===== src/hw/rtl/lss_pkg.sv =====
// ----------------------------------------------------------------------------
// lss_pkg: shared types and constants of the linear scan spill selector
// Beat formats, entry layout, spill rule codes, register indexes, FSM states.
// ----------------------------------------------------------------------------
package lss_pkg;

    localparam int MAX_REGISTERS = 16;
    localparam int POINT_BITS    = 16;

    localparam int IDX_W = (MAX_REGISTERS > 1) ? $clog2(MAX_REGISTERS) : 1;
    localparam int CNT_W = $clog2(MAX_REGISTERS + 1);
    localparam int TOT_W = $clog2(MAX_REGISTERS + 2);

    // Spill rule codes; the unused code behaves as the newcomer rule.
    localparam logic [1:0] RULE_NEWCOMER = 2'd0;
    localparam logic [1:0] RULE_FURTHEST = 2'd1;
    localparam logic [1:0] RULE_FEWEST   = 2'd2;

    // Register indexes on the configuration port.
    localparam logic CFG_SPILL_RULE = 1'b0;
    localparam logic CFG_REG_COUNT  = 1'b1;

    localparam logic [1:0] SPILL_RULE_RESET = RULE_FURTHEST;
    localparam logic [4:0] REG_COUNT_RESET  = 5'd2;

    typedef logic [POINT_BITS-1:0] t_point;

    typedef struct packed {
        logic [15:0] interval_id;
        logic [15:0] start_point;
        logic [15:0] end_point;
        logic [15:0] use_count;
        logic        new_run;
    } t_in_beat;

    typedef struct packed {
        logic        spill_valid;
        logic [15:0] victim_id;
        logic        victim_was_newcomer;
        logic [4:0]  active_count;
        logic [15:0] spilled_total;
        logic [31:0] access_total;
    } t_out_beat;

    typedef struct packed {
        logic [15:0] id;
        t_point      end_pt;
        logic [15:0] uses;
    } t_entry;

    typedef enum logic [2:0] {
        ST_IDLE,
        ST_SCAN,
        ST_PICK,
        ST_SHIFT,
        ST_WRITE
    } t_state;

    typedef struct packed {
        logic accept;
        logic scan;
        logic pick;
        logic shift;
        logic finish;
    } t_dp_cmd;

    typedef struct packed {
        logic scan_done;
        logic need_shift;
        logic shift_done;
        logic out_free;
    } t_dp_status;

    // True when the candidate displaces the current best victim. Ties keep
    // the earlier candidate.
    function automatic logic beats_best(input logic [1:0] rule,
                                        input t_point cand_end,
                                        input logic [15:0] cand_uses,
                                        input t_point best_end,
                                        input logic [15:0] best_uses);
        logic res;
        unique case (rule)
            RULE_FURTHEST: res = (cand_end > best_end);
            RULE_FEWEST:   res = (cand_uses < best_uses) ||
                                 ((cand_uses == best_uses) && (cand_end > best_end));
            default:       res = 1'b0;
        endcase
        return res;
    endfunction

endpackage


===== src/hw/rtl/lss_ctrl.sv =====
// ----------------------------------------------------------------------------
// lss_ctrl: sequencer of the linear scan spill selector
// Steps one interval through scan, victim pick, compaction and write-back.
// ----------------------------------------------------------------------------
module lss_ctrl
    import lss_pkg::*;
(
    input  logic       i_clk,
    input  logic       i_rst_n,
    input  logic       i_in_valid,
    output logic       o_in_ready,
    input  t_dp_status i_status,
    output t_dp_cmd    o_cmd
);

    t_state r_state;
    t_state n_state;

    always_ff @(posedge i_clk) begin
        if (!i_rst_n) begin
            r_state <= ST_IDLE;
        end else begin
            r_state <= n_state;
        end
    end

    always_comb begin
        n_state = r_state;
        unique case (r_state)
            ST_IDLE: begin
                if (i_in_valid) n_state = ST_SCAN;
            end
            ST_SCAN: begin
                if (i_status.scan_done) n_state = ST_PICK;
            end
            ST_PICK: begin
                n_state = i_status.need_shift ? ST_SHIFT : ST_WRITE;
            end
            ST_SHIFT: begin
                if (i_status.shift_done) n_state = ST_WRITE;
            end
            ST_WRITE: begin
                if (i_status.out_free) n_state = ST_IDLE;
            end
            default: n_state = ST_IDLE;
        endcase
    end

    always_comb begin
        o_cmd      = '0;
        o_in_ready = 1'b0;
        unique case (r_state)
            ST_IDLE: begin
                o_in_ready   = 1'b1;
                o_cmd.accept = i_in_valid;
            end
            ST_SCAN:  o_cmd.scan   = !i_status.scan_done;
            ST_PICK:  o_cmd.pick   = 1'b1;
            ST_SHIFT: o_cmd.shift  = !i_status.shift_done;
            ST_WRITE: o_cmd.finish = i_status.out_free;
            default: begin
                o_cmd      = '0;
                o_in_ready = 1'b0;
            end
        endcase
    end

endmodule


===== src/hw/rtl/lss_datapath.sv =====
// ----------------------------------------------------------------------------
// lss_datapath: active set storage, victim search and running totals
// Holds the compacted active set, one read and one write per cycle.
// ----------------------------------------------------------------------------
module lss_datapath
    import lss_pkg::*;
(
    input  logic       i_clk,
    input  logic       i_rst_n,
    input  t_in_beat   i_in_data,
    input  logic [1:0] i_spill_rule,
    input  logic [4:0] i_register_count,
    input  t_dp_cmd    i_cmd,
    output t_dp_status o_status,
    output logic       o_out_valid,
    input  logic       i_out_ready,
    output t_out_beat  o_out_data
);

    t_entry            r_ent [MAX_REGISTERS];
    t_entry            r_new;
    t_point            r_start;
    logic [CNT_W-1:0]  r_rd;
    logic [CNT_W-1:0]  r_wr;
    logic [CNT_W-1:0]  r_live;
    logic              r_have_best;
    t_entry            r_best;
    logic [IDX_W-1:0]  r_best_idx;
    logic              r_spill;
    logic              r_victim_new;
    logic [15:0]       r_vic_id;
    logic [15:0]       r_vic_uses;
    logic [15:0]       r_spill_cnt;
    logic [31:0]       r_acc_cnt;
    logic              r_out_valid;
    t_out_beat         r_out;

    logic [CNT_W-1:0]  rd_next;
    logic [IDX_W-1:0]  rd_idx;
    t_entry            rd_ent;
    logic              keep;
    logic              cand_wins;
    logic              new_wins;
    logic              out_free;
    logic [CNT_W-1:0]  regs_cap;
    logic [TOT_W-1:0]  total;
    logic              spill_now;
    logic              we;
    logic [IDX_W-1:0]  waddr;
    t_entry            wdata;
    logic [CNT_W-1:0]  wr_dec;
    logic [CNT_W-1:0]  n_live;
    logic [15:0]       n_spill_cnt;
    logic [31:0]       n_acc_cnt;
    logic [32:0]       acc_sum;

    function automatic logic [CNT_W-1:0] rd_wr_inc(input logic [CNT_W-1:0] v);
        return v + CNT_W'(1);
    endfunction

    assign rd_next = r_rd + CNT_W'(1);
    assign rd_idx  = i_cmd.shift ? rd_next[IDX_W-1:0] : r_rd[IDX_W-1:0];
    assign rd_ent  = r_ent[rd_idx];
    assign wr_dec  = r_wr - CNT_W'(1);

    // An entry stays active unless its end lies before the new start.
    assign keep      = !(rd_ent.end_pt < r_start);
    assign cand_wins = !r_have_best ||
                       beats_best(i_spill_rule, rd_ent.end_pt, rd_ent.uses,
                                  r_best.end_pt, r_best.uses);

    // The newcomer is the latest candidate, so it must strictly beat the best.
    assign new_wins = ((i_spill_rule != RULE_FURTHEST) && (i_spill_rule != RULE_FEWEST)) ||
                      !r_have_best ||
                      beats_best(i_spill_rule, r_new.end_pt, r_new.uses,
                                 r_best.end_pt, r_best.uses);

    assign regs_cap  = ({27'd0, i_register_count} > MAX_REGISTERS) ?
                       CNT_W'(MAX_REGISTERS) : CNT_W'(i_register_count);
    assign total     = TOT_W'(r_wr) + TOT_W'(1);
    assign spill_now = total > TOT_W'(regs_cap);

    assign out_free = !r_out_valid || i_out_ready;

    assign o_status.scan_done  = (r_rd == r_live);
    assign o_status.need_shift = spill_now && !new_wins;
    assign o_status.shift_done = ({1'b0, rd_next} >= {1'b0, r_wr});
    assign o_status.out_free   = out_free;

    assign n_live      = r_spill ? r_wr : rd_wr_inc(r_wr);
    assign n_spill_cnt = (r_spill && (r_spill_cnt != 16'hFFFF)) ?
                         r_spill_cnt + 16'd1 : r_spill_cnt;
    assign acc_sum     = {1'b0, r_acc_cnt} + {17'd0, r_vic_uses};
    assign n_acc_cnt   = !r_spill ? r_acc_cnt :
                         (acc_sum[32] ? 32'hFFFF_FFFF : acc_sum[31:0]);

    always_comb begin
        we    = 1'b0;
        waddr = r_wr[IDX_W-1:0];
        wdata = rd_ent;
        if (i_cmd.scan) begin
            we = keep;
        end else if (i_cmd.shift) begin
            we    = 1'b1;
            waddr = r_rd[IDX_W-1:0];
        end else if (i_cmd.finish) begin
            we    = !r_victim_new;
            waddr = r_spill ? wr_dec[IDX_W-1:0] : r_wr[IDX_W-1:0];
            wdata = r_new;
        end
    end

    always_ff @(posedge i_clk) begin
        if (we) begin
            r_ent[waddr] <= wdata;
        end
    end

    always_ff @(posedge i_clk) begin
        if (i_cmd.accept) begin
            r_new.id     <= i_in_data.interval_id;
            r_new.end_pt <= i_in_data.end_point[POINT_BITS-1:0];
            r_new.uses   <= i_in_data.use_count;
            r_start      <= i_in_data.start_point[POINT_BITS-1:0];
            r_rd         <= '0;
            r_wr         <= '0;
            r_have_best  <= 1'b0;
        end
        if (i_cmd.scan) begin
            r_rd <= rd_next;
            if (keep) begin
                r_wr <= rd_wr_inc(r_wr);
                if (cand_wins) begin
                    r_best      <= rd_ent;
                    r_best_idx  <= r_wr[IDX_W-1:0];
                    r_have_best <= 1'b1;
                end
            end
        end
        if (i_cmd.pick) begin
            r_spill      <= spill_now;
            r_victim_new <= spill_now && new_wins;
            r_vic_id     <= new_wins ? r_new.id : r_best.id;
            r_vic_uses   <= new_wins ? r_new.uses : r_best.uses;
            r_rd         <= CNT_W'(r_best_idx);
        end
        if (i_cmd.shift) begin
            r_rd <= rd_next;
        end
    end

    always_ff @(posedge i_clk) begin
        if (!i_rst_n) begin
            r_live      <= '0;
            r_spill_cnt <= '0;
            r_acc_cnt   <= '0;
            r_out_valid <= 1'b0;
        end else begin
            if (i_cmd.accept && i_in_data.new_run) begin
                r_live      <= '0;
                r_spill_cnt <= '0;
                r_acc_cnt   <= '0;
            end
            if (i_cmd.finish) begin
                r_live      <= n_live;
                r_spill_cnt <= n_spill_cnt;
                r_acc_cnt   <= n_acc_cnt;
                r_out_valid <= 1'b1;
            end else if (i_out_ready) begin
                r_out_valid <= 1'b0;
            end
        end
    end

    always_ff @(posedge i_clk) begin
        if (i_cmd.finish) begin
            r_out.spill_valid         <= r_spill;
            r_out.victim_id           <= r_spill ? r_vic_id : 16'd0;
            r_out.victim_was_newcomer <= r_victim_new;
            r_out.active_count        <= 5'(n_live);
            r_out.spilled_total       <= n_spill_cnt;
            r_out.access_total        <= n_acc_cnt;
        end
    end

    assign o_out_valid = r_out_valid;
    assign o_out_data  = r_out;

endmodule


===== src/hw/rtl/linear_scan_spill_selector_top.sv =====
// ----------------------------------------------------------------------------
// linear_scan_spill_selector_top: linear scan spill selector
// Keeps the active set of live intervals and picks one victim on overflow.
// ----------------------------------------------------------------------------
// Live intervals enter as beats on the valid/ready input channel, sorted by
// start point. Each accepted beat yields exactly one result beat on the
// valid/ready output channel: spill flag, victim id, active count and the
// saturating totals of spills and spilled uses.
// One interval is in work at a time. The sequencer scans the active set for
// expiry and the best victim, picks the victim, compacts the set when a
// stored entry is spilled, and writes back; the next beat is taken in the
// following cycle. The scan and compaction share the single read and write
// port of the entry store.
// The result sits in an output register; the next interval is accepted and
// processed while it waits, and only its write-back stalls until the
// receiver takes the pending beat.
// Reset empties the active set, clears both totals and sets the spill rule
// to furthest end and the register count to two. Registers are written on
// the APB port at byte 0 (spill rule) and byte 4 (register count).
// ----------------------------------------------------------------------------
module linear_scan_spill_selector_top
    import lss_pkg::*;
(
    input  logic        i_clk,
    input  logic        i_rst_n,
    input  logic        i_in_valid,
    output logic        o_in_ready,
    input  t_in_beat    i_in_data,
    output logic        o_out_valid,
    input  logic        i_out_ready,
    output t_out_beat   o_out_data,
    input  logic        psel,
    input  logic        penable,
    input  logic        pwrite,
    input  logic [2:0]  paddr,
    input  logic [31:0] pwdata,
    output logic [31:0] prdata,
    output logic        pready
);

    logic [1:0] r_spill_rule;
    logic [4:0] r_reg_count;
    logic       cfg_wr;
    t_dp_cmd    cmd;
    t_dp_status status;

    assign pready = 1'b1;
    assign cfg_wr = psel && penable && pwrite && pready;

    always_ff @(posedge i_clk) begin
        if (!i_rst_n) begin
            r_spill_rule <= SPILL_RULE_RESET;
            r_reg_count  <= REG_COUNT_RESET;
        end else if (cfg_wr) begin
            unique case (paddr[2])
                CFG_SPILL_RULE: r_spill_rule <= pwdata[1:0];
                CFG_REG_COUNT:  r_reg_count  <= pwdata[4:0];
                default:        r_reg_count  <= r_reg_count;
            endcase
        end
    end

    always_comb begin
        unique case (paddr[2])
            CFG_SPILL_RULE: prdata = {30'd0, r_spill_rule};
            CFG_REG_COUNT:  prdata = {27'd0, r_reg_count};
            default:        prdata = 32'd0;
        endcase
    end

    lss_ctrl u_ctrl (
        .i_clk      (i_clk),
        .i_rst_n    (i_rst_n),
        .i_in_valid (i_in_valid),
        .o_in_ready (o_in_ready),
        .i_status   (status),
        .o_cmd      (cmd)
    );

    lss_datapath u_datapath (
        .i_clk            (i_clk),
        .i_rst_n          (i_rst_n),
        .i_in_data        (i_in_data),
        .i_spill_rule     (r_spill_rule),
        .i_register_count (r_reg_count),
        .i_cmd            (cmd),
        .o_status         (status),
        .o_out_valid      (o_out_valid),
        .i_out_ready      (i_out_ready),
        .o_out_data       (o_out_data)
    );

endmodule

===== config.mk =====
export PLATFORM = sky130hd
export DESIGN_NAME = linear_scan_spill_selector_top
export DESIGN_NICKNAME = d
export VERILOG_FILES = /design/src/hw/rtl/lss_pkg.sv /design/src/hw/rtl/lss_ctrl.sv /design/src/hw/rtl/lss_datapath.sv /design/src/hw/rtl/linear_scan_spill_selector_top.sv
export SDC_FILE = /design/constraint.sdc
export NUM_CORES = 1
export LEC_CHECK = 0
export BUFFER_PORTS_ARGS = -buffer_cell sky130_fd_sc_hd__buf_2
export CORE_MARGIN = 1.5
export CORE_UTILIZATION = 50
export DETAILED_ROUTE_END_ITERATION = 10
export PLACE_DENSITY_LB_ADDON = 0.1
export SLEW_MARGIN = 5
export SYNTH_ARGS = -nofsm -noshare
export SYNTH_HDL_FRONTEND = slang
export SYNTH_SLANG_ARGS = --single-unit

===== constraint.sdc =====
create_clock -name i_clk -period 13.45 [get_ports i_clk]
set_input_delay 4.035 -clock i_clk [delete_from_list [all_inputs] [get_ports i_clk]]
set_output_delay 4.035 -clock i_clk [all_outputs]
set_load 0.01 [all_outputs]

==> run metrics <==
max_cap viols 0; Post-CTS Repair Setup Buffers 0; crit path DAT 9030 ps; top cells by count, synth edfxtp_1, mux4_2, nand2_1, ha_1, nor2_1; Std-Cell Rows 109; Synth area leader edfxtp_1; clk_skew 25.19 ps; die height ~300 um; Synth Register Bits around 1100; clock sink count 1064; type of origin of the critical path flop; Max Transition Viols Final 0; Antenna diodes 0; Max Clk Rate around 0.11 GHz; r2r worst-path depth 20; mean post-synth cell area ~17 um^2; Most used DFF post-synth edfxtp_1; Power per Cell Area 218.4 mW/mm^2; final wirelength 103.7 mm; Area contributors post-synth edfxtp_1, mux4_2, dfxtp_1; CTS HTree Levels 3; outcome complete, no violations; TritonCTS buffer count 110; largest net degree at the start of global routing 104; total power about 11 mW; Initial Utilization 50.33%; multiplexer share of the synthesized area 13.85%; clock tree buffer depth 3; Via density 5.917; final hold violations 0; min Tclk post-route 8732 ps; P&R area growth vs syn 12.58%; CTS tree done; Hold Slack 475.1 ps; synthesized area 0.04441 mm^2; Hold Crit Depth 2; CP required 13750 ps; proportion of layout cells with a drive suffix above 1 ~23%; I/O Buffers 155; Final #Nets 2960; Initial DRC Count 2166; adder-cell share of the synthesized area 3.173%; sequential fraction of the synthesis area slightly above 70%; post-synth cell types 72; unrepaired setup endpoints after global routing false; clk_lat worst skew 680 ps; Core Area 0.08824 mm^2; initial antenna violation count 1; Congestion Overflow GR 0; total negative slack 0 ps; Hold WC Path Type flop to flop; critical path class flop to flop; cts repair resizes 0; DR pass1 iterations 7; first-pass GRT wire length 153.3 mm; # setup viols final 0; die area 0.09061 mm^2; post-synthesis xor/xnor area fraction 1.045%; Yosys warning count 0; leakage between 15 and 20 nW; area of the multi-input gates 0.01243 mm^2; Tightest Pin Transition about 1100 ps; relative slew slack 23.55%; CTS clk-pin slew, worst paths approximately 60 ps; register area roughly 0.031 mm^2; DRC Markers 0; Syn Inst Count around 2500; number of synthesized flops with an enable pin 994; Tot GR Track Use 23.03%; routed via count 23630; # IOs 213; die width 301.0 um; Fill cells around 6700; Critical Path End Type flop; DRT antenna net count 0; most frequent cell after synthesis edfxtp_1; worst ir drop on vdd around 0.17 mV; Root Driver clkbuf_16; DP HPWL 57.39 mm; Max FO, Critical Path 60; hold_buf cts 0; Synth Area in Compound Gates 4.128%; Final Cycle Share roughly two thirds; simple-gate area share of the yosys netlist 5.150%; main combinational cell family by area after synthesis multiplexers; top-area cell type share of the netlist area 67.22%; GP Congestion 0.8510; Async SR Flop Fraction 0%; via count of the first global-routing pass 23980; drt wl/cell roughly 26 um
-- critical path, stage by stage (launching register included) --
cell and delay, ps:
edfxtp_1 490, ha_1 270, nand3_1 110, xnor2_1 180, ha_1 210, and4bb_1 310
nand2_1 110, a21o_1 290, mux2_8 720, buf_4 620, mux4_2 580, mux4_2 620
ha_1 360, nand4_1 100, or2_2 320, o221ai_1 370, o21ai_0 150, buf_4 220
o221a_2 510, nor2_4 940, buf_4 650
-- worst paths after layout --
| kind | start | end | slack, ps |
|---|---|---|---|
| min reg2reg | u_datapath.r_acc_cnt[10] | u_datapath.r_acc_cnt[10] | 480 |
| max | u_datapath.r_rd[1] | u_datapath.r_ent[9][16] | 4720 |
| min | u_datapath.r_acc_cnt[10] | u_datapath.r_acc_cnt[10] | 480 |
| max reg2reg | u_datapath.r_rd[1] | u_datapath.r_ent[9][16] | 4720 |
-- metrics by stage --
stage / util [%] / cells / cell area [um^2] / setup slack, ps
2_1_floorplan: - / 2567 / 44510 / 3867
3_3_place_gp: 52.76 / 3794 / 46550 / 4692
3_5_place_dp: 52.76 / 3794 / 46550 / 4614
4_1_cts: 56.66 / 3994 / 49990 / 4575
5_1_grt: 56.66 / 3994 / 49990 / 4259
6_report: 56.66 / 3994 / 49990 / 4718
-- cell families after synthesis --
| kind of cell | after synthesis |
|---|---|
| AO/OA/AOI/OAI | 281 |
| XOR/XNOR | 53 |
| adder cells (fa/ha/maj) | 112 |
| buffers and inverters | 214 |
| flip-flops | 1064 |
| multiplexers | 315 |
| other | 2 |
| AND/OR/NAND/NOR | 500 |
-- cell type report --
type	instances	area share [%]
timing repair buffer	197	2.232
clock inverter	56	0.9185
clock buffer	144	5.966
inverter	79	0.6057
tap	1165	2.916
multi-input combinational	1289	24.85
sequential	1064	62.51
-- cells in the final DEF, fill, tap and decap left out, types with 32 or more instances in the layout --
cell,count
o21ai_0,56
edfxtp_1,994
nor2_1,74
dfxtp_1,70
buf_4,40
a21oi_1,70
nand3_1,34
ha_1,111
buf_2,155
inv_1,76
xnor2_1,37
mux2_2,37
clkbuf_16,112
mux2i_1,39
nor2b_1,32
nand2_1,231
mux4_2,235
-- flip-flops by register name, summed over array words and instances, names as in the netlist, 16 cells and up --
name                    cells
u_datapath.r_spill_cnt     16
u_datapath.r_start         16
u_datapath.r_acc_cnt       32
u_datapath.r_ent          768
u_datapath.r_vic_uses      16
u_datapath.r_vic_id        16
u_datapath.o_out_data      71
u_datapath.r_new           48
u_datapath.r_best          48
-- layer usage --
| layer | up-vias | track usage (%) | wire (um) |
|---|---|---|---|
| met2 | 675 | 38.30 | 51040 |
| met3 | 126 | 2.929 | 5616 |
| met4 | 2 | 5.217 | 1614 |
| met5 | - | 0 | 11 |
| li1 | 10390 | - | - |
| met1 | 12440 | 32.73 | 45410 |
-- report_power, final --
group          total (mW)  switching, mW  internal [mW]
Clock                2.91           1.24           1.67
Combinational        3.23           2.02           1.21
Sequential           4.78         0.0843           4.70
Total                10.9           3.34           7.58
Power figures use the tool's default switching activity.
